==> src/hdl/lpic_pkg.sv <==
// Package for the length-prefixed integer codec: widths, codes and types.
// Used by the encoder, decoder, top level and checker; depends on nothing.
package lpic_pkg;

  localparam int VALUE_BITS_DEF = 32;
  localparam int VAL_W          = 32;
  localparam int CODE_W         = 44;
  localparam int LEN_W          = 6;
  localparam int ZC_W           = 3;
  localparam logic [ZC_W-1:0] MAX_ZEROS = 3'd5;

  typedef enum logic {
    OP_ENCODE = 1'b0,
    OP_DECODE = 1'b1
  } op_t;

  typedef enum logic {
    KIND_CODE  = 1'b0,
    KIND_VALUE = 1'b1
  } kind_t;

  typedef enum logic [1:0] {
    ST_OK        = 2'd0,
    ST_ZERO      = 2'd1,
    ST_MALFORMED = 2'd2
  } status_t;

  typedef enum logic [2:0] {
    PH_ZEROS = 3'b001,
    PH_LEN   = 3'b010,
    PH_VAL   = 3'b100
  } phase_t;

  typedef struct packed {
    kind_t              kind;
    logic [CODE_W-1:0]  code_bits;
    logic [LEN_W-1:0]   code_length;
    logic [VAL_W-1:0]   decoded_value;
    status_t            status;
  } result_t;

endpackage

==> src/hdl/lpic_enc.sv <==
// Combinational encoder: bit length search and codeword assembly for one value.
// Depends on lpic_pkg.
module lpic_enc #(
  parameter int VALUE_BITS = lpic_pkg::VALUE_BITS_DEF
) (
  input  logic [lpic_pkg::VAL_W-1:0] value,
  output lpic_pkg::result_t          res
);

  logic [VALUE_BITS-1:0]        v;
  logic [lpic_pkg::LEN_W-1:0]   n;
  logic [2:0]                   b;
  logic [lpic_pkg::LEN_W:0]     top_pos;
  logic [lpic_pkg::CODE_W-1:0]  code;

  assign v = value[VALUE_BITS-1:0];

  always_comb begin
    n = '0;
    for (int i = 0; i < VALUE_BITS; i++) begin
      if (v[i]) begin
        n = lpic_pkg::LEN_W'(i + 1);
      end
    end
  end

  always_comb begin
    b = '0;
    for (int j = 0; j < lpic_pkg::LEN_W; j++) begin
      if (n[j]) begin
        b = 3'(j + 1);
      end
    end
  end

  assign top_pos = {4'b0000, b} + {1'b0, n};
  assign code = (lpic_pkg::CODE_W'(1) << top_pos)
              | (lpic_pkg::CODE_W'(n) << n)
              | lpic_pkg::CODE_W'(v);

  always_comb begin
    res = '0;
    res.kind = lpic_pkg::KIND_CODE;
    if (v == '0) begin
      res.status = lpic_pkg::ST_ZERO;
    end else begin
      res.status      = lpic_pkg::ST_OK;
      res.code_bits   = code;
      res.code_length = lpic_pkg::LEN_W'({2'b00, b, 1'b0} + n);
    end
  end

endmodule

==> src/hdl/lpic_dec.sv <==
// Decoder phase machine: takes one code bit per step and reports finished values and malformed-stream flags.
// Depends on lpic_pkg.
module lpic_dec #(
  parameter int VALUE_BITS = lpic_pkg::VALUE_BITS_DEF
) (
  input  logic              clk,
  input  logic              rst_n,
  input  logic              step,
  input  logic              bit_in,
  output logic              res_valid,
  output lpic_pkg::result_t res
);

  lpic_pkg::phase_t              phase_r, phase_nxt;
  logic [lpic_pkg::ZC_W-1:0]     zero_count_r, zero_count_nxt;
  logic [lpic_pkg::LEN_W-1:0]    bits_left_r, bits_left_nxt;
  logic [lpic_pkg::LEN_W-1:0]    length_acc_r, length_acc_nxt;
  logic [VALUE_BITS-1:0]         value_acc_r, value_acc_nxt;
  logic [lpic_pkg::LEN_W-1:0]    len_shift;
  logic [lpic_pkg::LEN_W-1:0]    bits_dec;
  logic [VALUE_BITS-1:0]         val_shift;

  assign len_shift = {length_acc_r[lpic_pkg::LEN_W-2:0], bit_in};
  assign bits_dec  = bits_left_r - lpic_pkg::LEN_W'(1);
  assign val_shift = {value_acc_r[VALUE_BITS-2:0], bit_in};

  always_comb begin
    phase_nxt      = phase_r;
    zero_count_nxt = zero_count_r;
    bits_left_nxt  = bits_left_r;
    length_acc_nxt = length_acc_r;
    value_acc_nxt  = value_acc_r;
    res_valid      = 1'b0;
    res            = '0;
    res.kind       = lpic_pkg::KIND_VALUE;
    res.status     = lpic_pkg::ST_OK;
    if (step) begin
      unique case (phase_r)
        lpic_pkg::PH_LEN: begin
          length_acc_nxt = len_shift;
          bits_left_nxt  = bits_dec;
          if (bits_dec == '0) begin
            if (len_shift > lpic_pkg::LEN_W'(VALUE_BITS) || len_shift == '0) begin
              res_valid      = 1'b1;
              res.status     = (len_shift == '0) ? lpic_pkg::ST_OK
                                                 : lpic_pkg::ST_MALFORMED;
              phase_nxt      = lpic_pkg::PH_ZEROS;
              zero_count_nxt = '0;
              bits_left_nxt  = '0;
              length_acc_nxt = '0;
              value_acc_nxt  = '0;
            end else begin
              bits_left_nxt = len_shift;
              value_acc_nxt = '0;
              phase_nxt     = lpic_pkg::PH_VAL;
            end
          end
        end
        lpic_pkg::PH_VAL: begin
          value_acc_nxt = val_shift;
          bits_left_nxt = bits_dec;
          if (bits_dec == '0) begin
            res_valid          = 1'b1;
            res.decoded_value  = lpic_pkg::VAL_W'(val_shift);
            phase_nxt          = lpic_pkg::PH_ZEROS;
            zero_count_nxt     = '0;
            bits_left_nxt      = '0;
            length_acc_nxt     = '0;
            value_acc_nxt      = '0;
          end
        end
        default: begin
          if (!bit_in) begin
            if (zero_count_r >= lpic_pkg::MAX_ZEROS) begin
              res_valid      = 1'b1;
              res.status     = lpic_pkg::ST_MALFORMED;
              zero_count_nxt = '0;
              bits_left_nxt  = '0;
              length_acc_nxt = '0;
              value_acc_nxt  = '0;
            end else begin
              zero_count_nxt = zero_count_r + lpic_pkg::ZC_W'(1);
            end
            phase_nxt = lpic_pkg::PH_ZEROS;
          end else begin
            bits_left_nxt  = lpic_pkg::LEN_W'(zero_count_r) + lpic_pkg::LEN_W'(1);
            length_acc_nxt = '0;
            zero_count_nxt = '0;
            phase_nxt      = lpic_pkg::PH_LEN;
          end
        end
      endcase
    end
  end

  always_ff @(posedge clk) begin
    if (!rst_n) begin
      phase_r      <= lpic_pkg::PH_ZEROS;
      zero_count_r <= '0;
      bits_left_r  <= '0;
      length_acc_r <= '0;
      value_acc_r  <= '0;
    end else begin
      phase_r      <= phase_nxt;
      zero_count_r <= zero_count_nxt;
      bits_left_r  <= bits_left_nxt;
      length_acc_r <= length_acc_nxt;
      value_acc_r  <= value_acc_nxt;
    end
  end

endmodule

==> src/hdl/length_prefixed_integer_codec_top.sv <==
// Length-prefixed integer codec, top level: input register, encoder or decoder step,
// result register. An accepted word is held in the input register and then in the result
// register. Throughput is one word per cycle for encode and decode words while the
// output is not stalled. A decode word that completes nothing gives no result.
// Synchronous reset returns the decoder to leading-zero counting and empties both
// registers; no clearing pass is needed. Depends on lpic_pkg, lpic_enc, lpic_dec.
module length_prefixed_integer_codec_top #(
  parameter int VALUE_BITS = lpic_pkg::VALUE_BITS_DEF
) (
  input  logic                        clk,
  input  logic                        rst_n,
  input  logic                        in_valid,
  output logic                        in_stall,
  input  logic                        in_operation,
  input  logic [lpic_pkg::VAL_W-1:0]  in_value,
  input  logic                        in_bit_in,
  output logic                        out_valid,
  input  logic                        out_stall,
  output logic                        out_kind,
  output logic [lpic_pkg::CODE_W-1:0] out_code_bits,
  output logic [lpic_pkg::LEN_W-1:0]  out_code_length,
  output logic [lpic_pkg::VAL_W-1:0]  out_decoded_value,
  output logic [1:0]                  out_status
);

  logic                        s1_valid_r, s1_valid_nxt;
  lpic_pkg::op_t               op_r;
  logic [lpic_pkg::VAL_W-1:0]  value_r;
  logic                        bit_r;
  logic                        out_valid_r, out_valid_nxt;
  lpic_pkg::result_t           out_res_r;
  lpic_pkg::result_t           enc_res;
  lpic_pkg::result_t           dec_res;
  logic                        dec_valid;
  logic                        adv;
  logic                        dec_step;
  logic                        in_acc;

  assign adv      = s1_valid_r && (!out_valid_r || !out_stall);
  assign in_stall = s1_valid_r && !adv;
  assign in_acc   = in_valid && !in_stall;
  assign dec_step = adv && (op_r == lpic_pkg::OP_DECODE);

  lpic_enc #(
    .VALUE_BITS(VALUE_BITS)
  ) u_enc (
    .value(value_r),
    .res  (enc_res)
  );

  lpic_dec #(
    .VALUE_BITS(VALUE_BITS)
  ) u_dec (
    .clk      (clk),
    .rst_n    (rst_n),
    .step     (dec_step),
    .bit_in   (bit_r),
    .res_valid(dec_valid),
    .res      (dec_res)
  );

  always_comb begin
    s1_valid_nxt = s1_valid_r;
    if (in_acc) begin
      s1_valid_nxt = 1'b1;
    end else if (adv) begin
      s1_valid_nxt = 1'b0;
    end
  end

  always_comb begin
    out_valid_nxt = out_valid_r && out_stall;
    if (adv) begin
      out_valid_nxt = (op_r == lpic_pkg::OP_ENCODE) || dec_valid;
    end
  end

  always_ff @(posedge clk) begin
    if (!rst_n) begin
      s1_valid_r  <= 1'b0;
      out_valid_r <= 1'b0;
    end else begin
      s1_valid_r  <= s1_valid_nxt;
      out_valid_r <= out_valid_nxt;
    end
  end

  always_ff @(posedge clk) begin
    if (in_acc) begin
      op_r    <= lpic_pkg::op_t'(in_operation);
      value_r <= in_value;
      bit_r   <= in_bit_in;
    end
    if (adv) begin
      out_res_r <= (op_r == lpic_pkg::OP_ENCODE) ? enc_res : dec_res;
    end
  end

  assign out_valid         = out_valid_r;
  assign out_kind          = out_res_r.kind;
  assign out_code_bits     = out_res_r.code_bits;
  assign out_code_length   = out_res_r.code_length;
  assign out_decoded_value = out_res_r.decoded_value;
  assign out_status        = out_res_r.status;

endmodule

==> config.mk <==
export PLATFORM = sky130hd
export DESIGN_NAME = length_prefixed_integer_codec_top
export DESIGN_NICKNAME = d
export VERILOG_FILES = /design/src/hdl/lpic_pkg.sv /design/src/hdl/lpic_enc.sv /design/src/hdl/lpic_dec.sv /design/src/hdl/length_prefixed_integer_codec_top.sv
export SDC_FILE = /design/constraint.sdc
export NUM_CORES = 1
export LEC_CHECK = 0
export BUFFER_PORTS_ARGS = -buffer_cell sky130_fd_sc_hd__buf_2
export CAP_MARGIN = 20
export CORE_UTILIZATION = 52
export DETAILED_ROUTE_END_ITERATION = 8
export GPL_ROUTABILITY_DRIVEN = 0
export PLACE_DENSITY = 0.75
export SLEW_MARGIN = 15
export SYNTH_ARGS = -nofsm -noshare
export SYNTH_HDL_FRONTEND = slang
export SYNTH_SLANG_ARGS = --single-unit
export TNS_END_PERCENT = 30
==> constraint.sdc <==
create_clock -name clk -period 3.9 [get_ports clk]
set_input_delay 0.585 -clock clk [delete_from_list [all_inputs] [get_ports clk]]
set_output_delay 0.585 -clock clk [all_outputs]
set_load 0.02 [all_outputs]
======== Yosys cells after proc, flatten, opt, wreduce, memory -nomap -nowiden ========
Cells that the tools add are included.
operators by class
  shifts and indexed selects .............. 2
  multiplexer cells ....................... 86
  bitwise gates (word level) .............. 3
  equal/unequal tests ..................... 6
  $add $sub $neg .......................... 5
  order comparisons ....................... 2
  reduce and logical (&&, ||, !) cells .... 25
operator list
  operator              count
  $mux 31               4
  $mux 5                19
  $mux 85               1
  $mux 32               2
  $pmux 31 s2           1
  $mux 50               1
  $mux 3                15
  $or 44x32->44         1
  $or 44x44->44         1
  $shl 1x7->44 const A  1
  $shl 6x6->44          1
  $mux 6                6
  $mux 34               1
  $logic_not 32->1      1
  $mux 4                8
  $mux 2                10
  $logic_not 6->1       2
  $mux 1                12
  $pmux 3 s2            2
  $pmux 6 s2            1
  $reduce_and 4->1      3
  $pmux 5 s2            1
  $add 3x6->7           1
  $add 4x6->6           1
  other kinds (21)      33
word-level totals
  output and inout port bits .............. 87
  logic and storage cells ................. 144
  flip-flop bits (word level) ............. 169
  input port bits ......................... 38

======== Logic depth before layout (Yosys ltp) ========
  depth after elaboration ................. 44
  gate-level depth with buffers ........... 17
  mapped depth without buffers ............ 16

======== Cells and area by module ========
A second synthesis with hierarchy kept.
unflattened totals
  cells, all modules ...................... 910
  area, all modules ....................... 9706.8 µm²
modules (own cells, without submodules)
  module                             sequential area each (µm²)  area an instance (µm²)  cells each  times used
  length_prefixed_integer_codec_top  3613.5                      4814.6                  225         1
  lpic_dec                           960.9                       2926.6                  384         1
  lpic_enc                           0.0                         1965.6                  301         1

======== Worst setup path after synthesis ========
Ideal clock, no wire load.
  path type ............................... input to register
  start ................................... input port out_stall
  end ..................................... register u_dec.zero_count_r[2] in the netlist's numbering
  cell stages on the path ................. 7
  data arrival time ....................... 3.997 ns
  required time ........................... 3.783 ns
  library setup time ...................... 0.117 ns
  setup slack ............................. -0.214 ns
  buffers on the path ..................... 0
  path through ............................ nand2_1 -> and2_1 -> nand2_1 -> a211o_1 -> nor2_2 -> o21ai_1 -> a32o_1
between the ends
  cells in the longest elaborated chain, start to end .. 5
RTL lines
  item                        line                                     text
  start, declared             length_prefixed_integer_codec_top.sv:18  input logic out_stall,
  $logic_not 1->1             length_prefixed_integer_codec_top.sv:39  assign adv = s1_valid_r && (!out_valid_r || !out_stall);
  $logic_or 1x1->1            length_prefixed_integer_codec_top.sv:39
  $logic_and 1x1->1           length_prefixed_integer_codec_top.sv:39
  net adv                     length_prefixed_integer_codec_top.sv:35  logic adv;
  $logic_and 1x1->1           length_prefixed_integer_codec_top.sv:42  assign dec_step = adv && (op_r == lpic_pkg::OP_DECODE);
  $reduce_and 4->1 (no line)  -
  end signal, assigned        lpic_dec.sv:105                          zero_count_r <= zero_count_nxt;
  end, declared               lpic_dec.sv:15                           logic [lpic_pkg::ZC_W-1:0] zero_count_r, zero_count_nxt;
The timed path passes the listed nets, and every way through them passes these cells.
A chain may end at the register's enable or synchronous reset.

======== Final worst setup path ========
  start ................................... register value_r[17] in the netlist's numbering
  end ..................................... register out_res_r (netlist bit out_code_bits[32]) (data pin)
between the ends
  cells in the longest elaborated chain, start to end .. 25
  elaborated cells between the ends (all ways) .. 28
  classes of those cells .................. add/sub (1); shift (2); mux (21); bitwise (2); reduce/logical (2)
RTL lines
  item                    line                                     text
  start, declared         length_prefixed_integer_codec_top.sv:28  logic [lpic_pkg::VAL_W-1:0] value_r;
  start signal, assigned  length_prefixed_integer_codec_top.sv:91  value_r <= in_value;
  $mux 5 (14 in a row)    lpic_enc.sv:21                           if (v[i]) begin
  $mux 6                  lpic_enc.sv:21
  $mux 1                  lpic_enc.sv:30                           if (n[j]) begin
  $mux 2 (2 in a row)     lpic_enc.sv:30
  $mux 3 (3 in a row)     lpic_enc.sv:30
  $add 3x6->7             lpic_enc.sv:36                           assign top_pos = {4'b0000, b} + {1'b0, n};
  $shl 1x7->44            lpic_enc.sv:37                           assign code = (lpic_pkg::CODE_W'(1) << top_pos)
  $or 44x44->44           lpic_enc.sv:38                           | (lpic_pkg::CODE_W'(n) << n)
  $or 44x32->44           lpic_enc.sv:39                           | lpic_pkg::CODE_W'(v);
  end signal, assigned    length_prefixed_integer_codec_top.sv:95  out_res_r <= (op_r == lpic_pkg::OP_ENCODE) ? enc_res : dec_res;
  end, declared           length_prefixed_integer_codec_top.sv:31  lpic_pkg::result_t out_res_r;
Parallel ways exist; a longest one is shown, timed or not.

==> metrics.md <==
| Metric | Value |
|---|---|
| Time the final worst path needs with I/O delays and setup | 3840 ps |
| First-pass DRT Iterations | 6 |
| GRT Overall Usage | 0.266 |
| Worst-margin pin slew | 848 ps |
| Die Ht | 127 um |
| Vias in the first global route | 6457 |
| Register bit count reported by yosys | 169 |
| Worst reg-to-reg path cell count | 15 |
| Leak | 3.85 nW |
| Number of buffers inserted during clock tree synthesis | 17 |
| Crit. End Element | register |
| Cell row count | 45 |
| HP Class | primary input to register |
| Final routed wire length divided by cell count | 18.1 um |
| Number of failing hold endpoints at the final stage | 0 |
| Gate power share | 0.124 |
| Clock tree from TritonCTS | done |
| Largest net degree at the start of global routing | 55 |
| IO Port Bufs | 124 |
| Worst Setup Start Kind | register |
| Yosys warns | 0 |
| Highest clock frequency the design can meet | 260 MHz |
| Ys async rst share | 0 |
| HPWL after detailed placement | 14600 um |
| Share of final-layout standard cells stronger than drive strength 1 | 0.315 |
| Final count of pins violating max slew | 0 |
| Leftover overflow at the end of global routing | 0 |
| DRC violation total after the first TritonRoute iteration | 795 |
| Die area | 16100 um2 |
| Setup repair after global routing missed its margin | true |
| Number of nets with antenna violations after detailed routing | 0 |
| Total power | 0.00433 W |
| Mean post-synth cell area | 10.6 um2 |
| Worst setup path category | register to register |
| Max Buffers Root-to-Sink | 2 |
| Remaining routing DRC violations | 0 |
| Worst hold endpoint | bit_r |
| Cell total after placement | 1120 |
| Yosys cell types | 70 |
| Root Buffer | sky130_fd_sc_hd__clkbuf_16 |
| Setup violation total in the final timing report | 0 |
| H-tree depth | 4 |
| Hold_buf cts | 0 |
| Clock transition at the register clock pins on the worst setup and hold paths after CTS | 70 ps |
| Sequential share of power | 0.472 |
| Core area | 15200 um2 |
| Number of max-cap violations | 0 |
| Vias per cell | 5.99 |
| Clock network latency to the later pin of the worst-skew pair | 440 ps |
| Largest clock skew in the final design | 12.9 ps |
| Origin of the worst min-delay path | in_bit_in |
| NetSw | 0.00120 W |
| # clock sinks | 169 |
| Gate count after technology mapping | 764 |
| Number of enable flip-flop cells after synthesis | 119 |
| Die width | 127 um |
| Areal power density over the cells | 419 nW/um2 |
| Effective utilization at floorplan | 0.534 |
| Number of antenna violations at the first check in global routing | 0 |
| Count of vias placed by the detailed router | 6972 |
| Sequential-to-total area share from yosys stat | 0.564 |
| Share of total power in the clock network | 0.404 |
| Final instance count without filler cells | 1163 |
| Hold path cells | 1 |
| Prevailing post-synth register cell | sky130_fd_sc_hd__edfxtp_1 |
| Synth Cell Area | 8110 um2 |
| Internal Power | 0.00313 W |
| Worst endpoint data arrival time | 4130 ps |
| Setup slack, reg-to-reg | 60 ps |
| Global-route wire length before repair | 33000 um |
| Setup TNS | 0 ps |
| Run status | finished clean |
| Sum of routed wire length over all layers | 21100 um |
| Worst hold slack across all endpoints | 310 ps |
| ANT cells | 0 |
| Launching point of the worst reg2reg path | value_r[17] |
| Net count after synthesis | 814 |
| Switching share of power | 0.277 |
| Area added between synthesis and finish | 27.1% |
| Final layout net count | 1012 |
| Worst reg2reg endpoint | out_code_bits[32] |
| Largest driver fanout on the critical path | 6 |
| Top Ports | 125 |
| Fraction of the cycle the final worst path needs | 0.985 |
| Relative max-transition margin | 0.430 |
| Worst VDD drop | 0.366 mV |
| CP Data Required Time | 4180 ps |
## how the worst max path moves through the flow
stage | start | endpoint | slack (ps) | cells after the start
6_report | value_r[17] | out_code_bits[32] | 60 | 15
5_1_grt | value_r[22] | out_code_bits[32] | -110 | 16
4_1_cts | value_r[30] | out_code_bits[25] | 6 | 17
3_5_place_dp | value_r[25] | out_code_bits[25] | -190 | 17
3_3_place_gp | value_r[25] | out_code_bits[25] | -50 | 17
2_1_floorplan | value_r[25] | out_code_bits[29] | 110 | 15
## cell type report
cell class / instances / area [um2]
Tap cell: 188 / 235
Multi-Input combinational cell: 541 / 3500
Inverter: 17 / 63.8
Timing Repair Buffer: 216 / 1310
Fill cell: 1141 / 4890
Clock inverter: 15 / 199
Clock buffer: 17 / 425
Sequential cell: 169 / 4570
## what timing repair did
| action | in CTS | in global routing |
|---|---|---|
| pin swaps | 2 | 5 |
| setup buffers | 2 | 9 |
| endpoints found under the setup margin | 27 | 43 |
| endpoints found under the hold margin | 0 | 0 |
| gates resized for setup | 11 | 26 |
## state kept, by name, summed over array words and instances (netlist names), 2 cells and up
signal,flops
out_code_bits,44
u_dec.phase_r,3
out_code_length,6
u_dec.zero_count_r,3
u_dec.length_acc_r,5
out_status,2
value_r,32
u_dec.bits_left_r,6
out_decoded_value,32
u_dec.value_acc_r,31
## cells in the mapped netlist, drive strengths merged (7+ instances only)
library cell  number  area (um2)
a211oi             8        60.1
a21boi            34         255
a21o               7        52.6
a21oi             71         367
and2              41         256
buf               13        70.1
clkbuf            24        90.1
dfxtp             50        1000
edfxtp           119        3570
ha                10         125
inv               17        63.8
nand2             65         244
nand2b             7        43.8
nand3             40         200
nand4              9        56.3
nor2              58         235
nor2b              8        50.1
nor3              21         105
nor4              19         168
o211ai             7        62.6
o21ai             34         170
or4                7        52.6
## metrics by stage
stage | cell area (um2) | setup slack, ps | utilization
floorplan | 8110 | 105 | -
global placement | 9430 | -50.4 | 0.620
detailed placement | 9430 | -194 | 0.620
CTS | 10100 | 5.79 | 0.666
global route | 10300 | -108 | 0.678
finish | 10300 | 57.8 | 0.678
## critical path, stage by stage, from the launching register on
cell,delay [ps]
sky130_fd_sc_hd__edfxtp_1,510
sky130_fd_sc_hd__nor4_4,420
sky130_fd_sc_hd__buf_4,180
sky130_fd_sc_hd__o2111ai_1,130
sky130_fd_sc_hd__and2_4,190
sky130_fd_sc_hd__o31ai_2,230
sky130_fd_sc_hd__a21oi_1,140
sky130_fd_sc_hd__nor2_2,140
sky130_fd_sc_hd__ha_2,220
sky130_fd_sc_hd__fa_2,240
sky130_fd_sc_hd__a21oi_4,80
sky130_fd_sc_hd__a21o_1,180
sky130_fd_sc_hd__o21ai_0,320
sky130_fd_sc_hd__nand2_1,130
sky130_fd_sc_hd__or3_1,410
sky130_fd_sc_hd__o21ai_0,170
## layout by cell type, fill, tap and decap left out, drive strengths merged, types with 34 or more instances in the layout
cell type / count
and2: 41
a21boi: 34
edfxtp: 119
o21ai: 34
buf: 216
dfxtp: 50
nor2: 58
nand2: 65
a21oi: 71
nand3: 40
## power groups by stage
stage	combinational, W	sequential (W)	clock, W
floorplan	0.000221	0.00213	0
finish	0.000538	0.00204	0.00175
global placement	0.000477	0.00208	0
CTS	0.000499	0.00204	0.00176
detailed placement	0.000484	0.00208	0
global route	0.000577	0.00205	0.00184
## cell families after synthesis
logic type / Yosys count / synth area share
AO/OA/AOI/OAI: 216 / 0.176
buffers and inverters: 54 / 0.0276
multiplexers: 2 / 0.00262
AND/OR/NAND/NOR: 300 / 0.197
adder cells (fa/ha/maj): 12 / 0.0204
XOR/XNOR: 11 / 0.0128
flip-flops: 169 / 0.564
## per-layer routing
metal / up-vias / GRT usage / wire, um
li1: 3258 / - / -
met1: 3230 / 0.370 / 9200
met2: 404 / 0.392 / 9180
met3: 80 / 0.0666 / 1940
met4: 0 / 0.121 / 727
met5: - / 0 / 0
No activity file was read; power rests on OpenSTA's default activity.
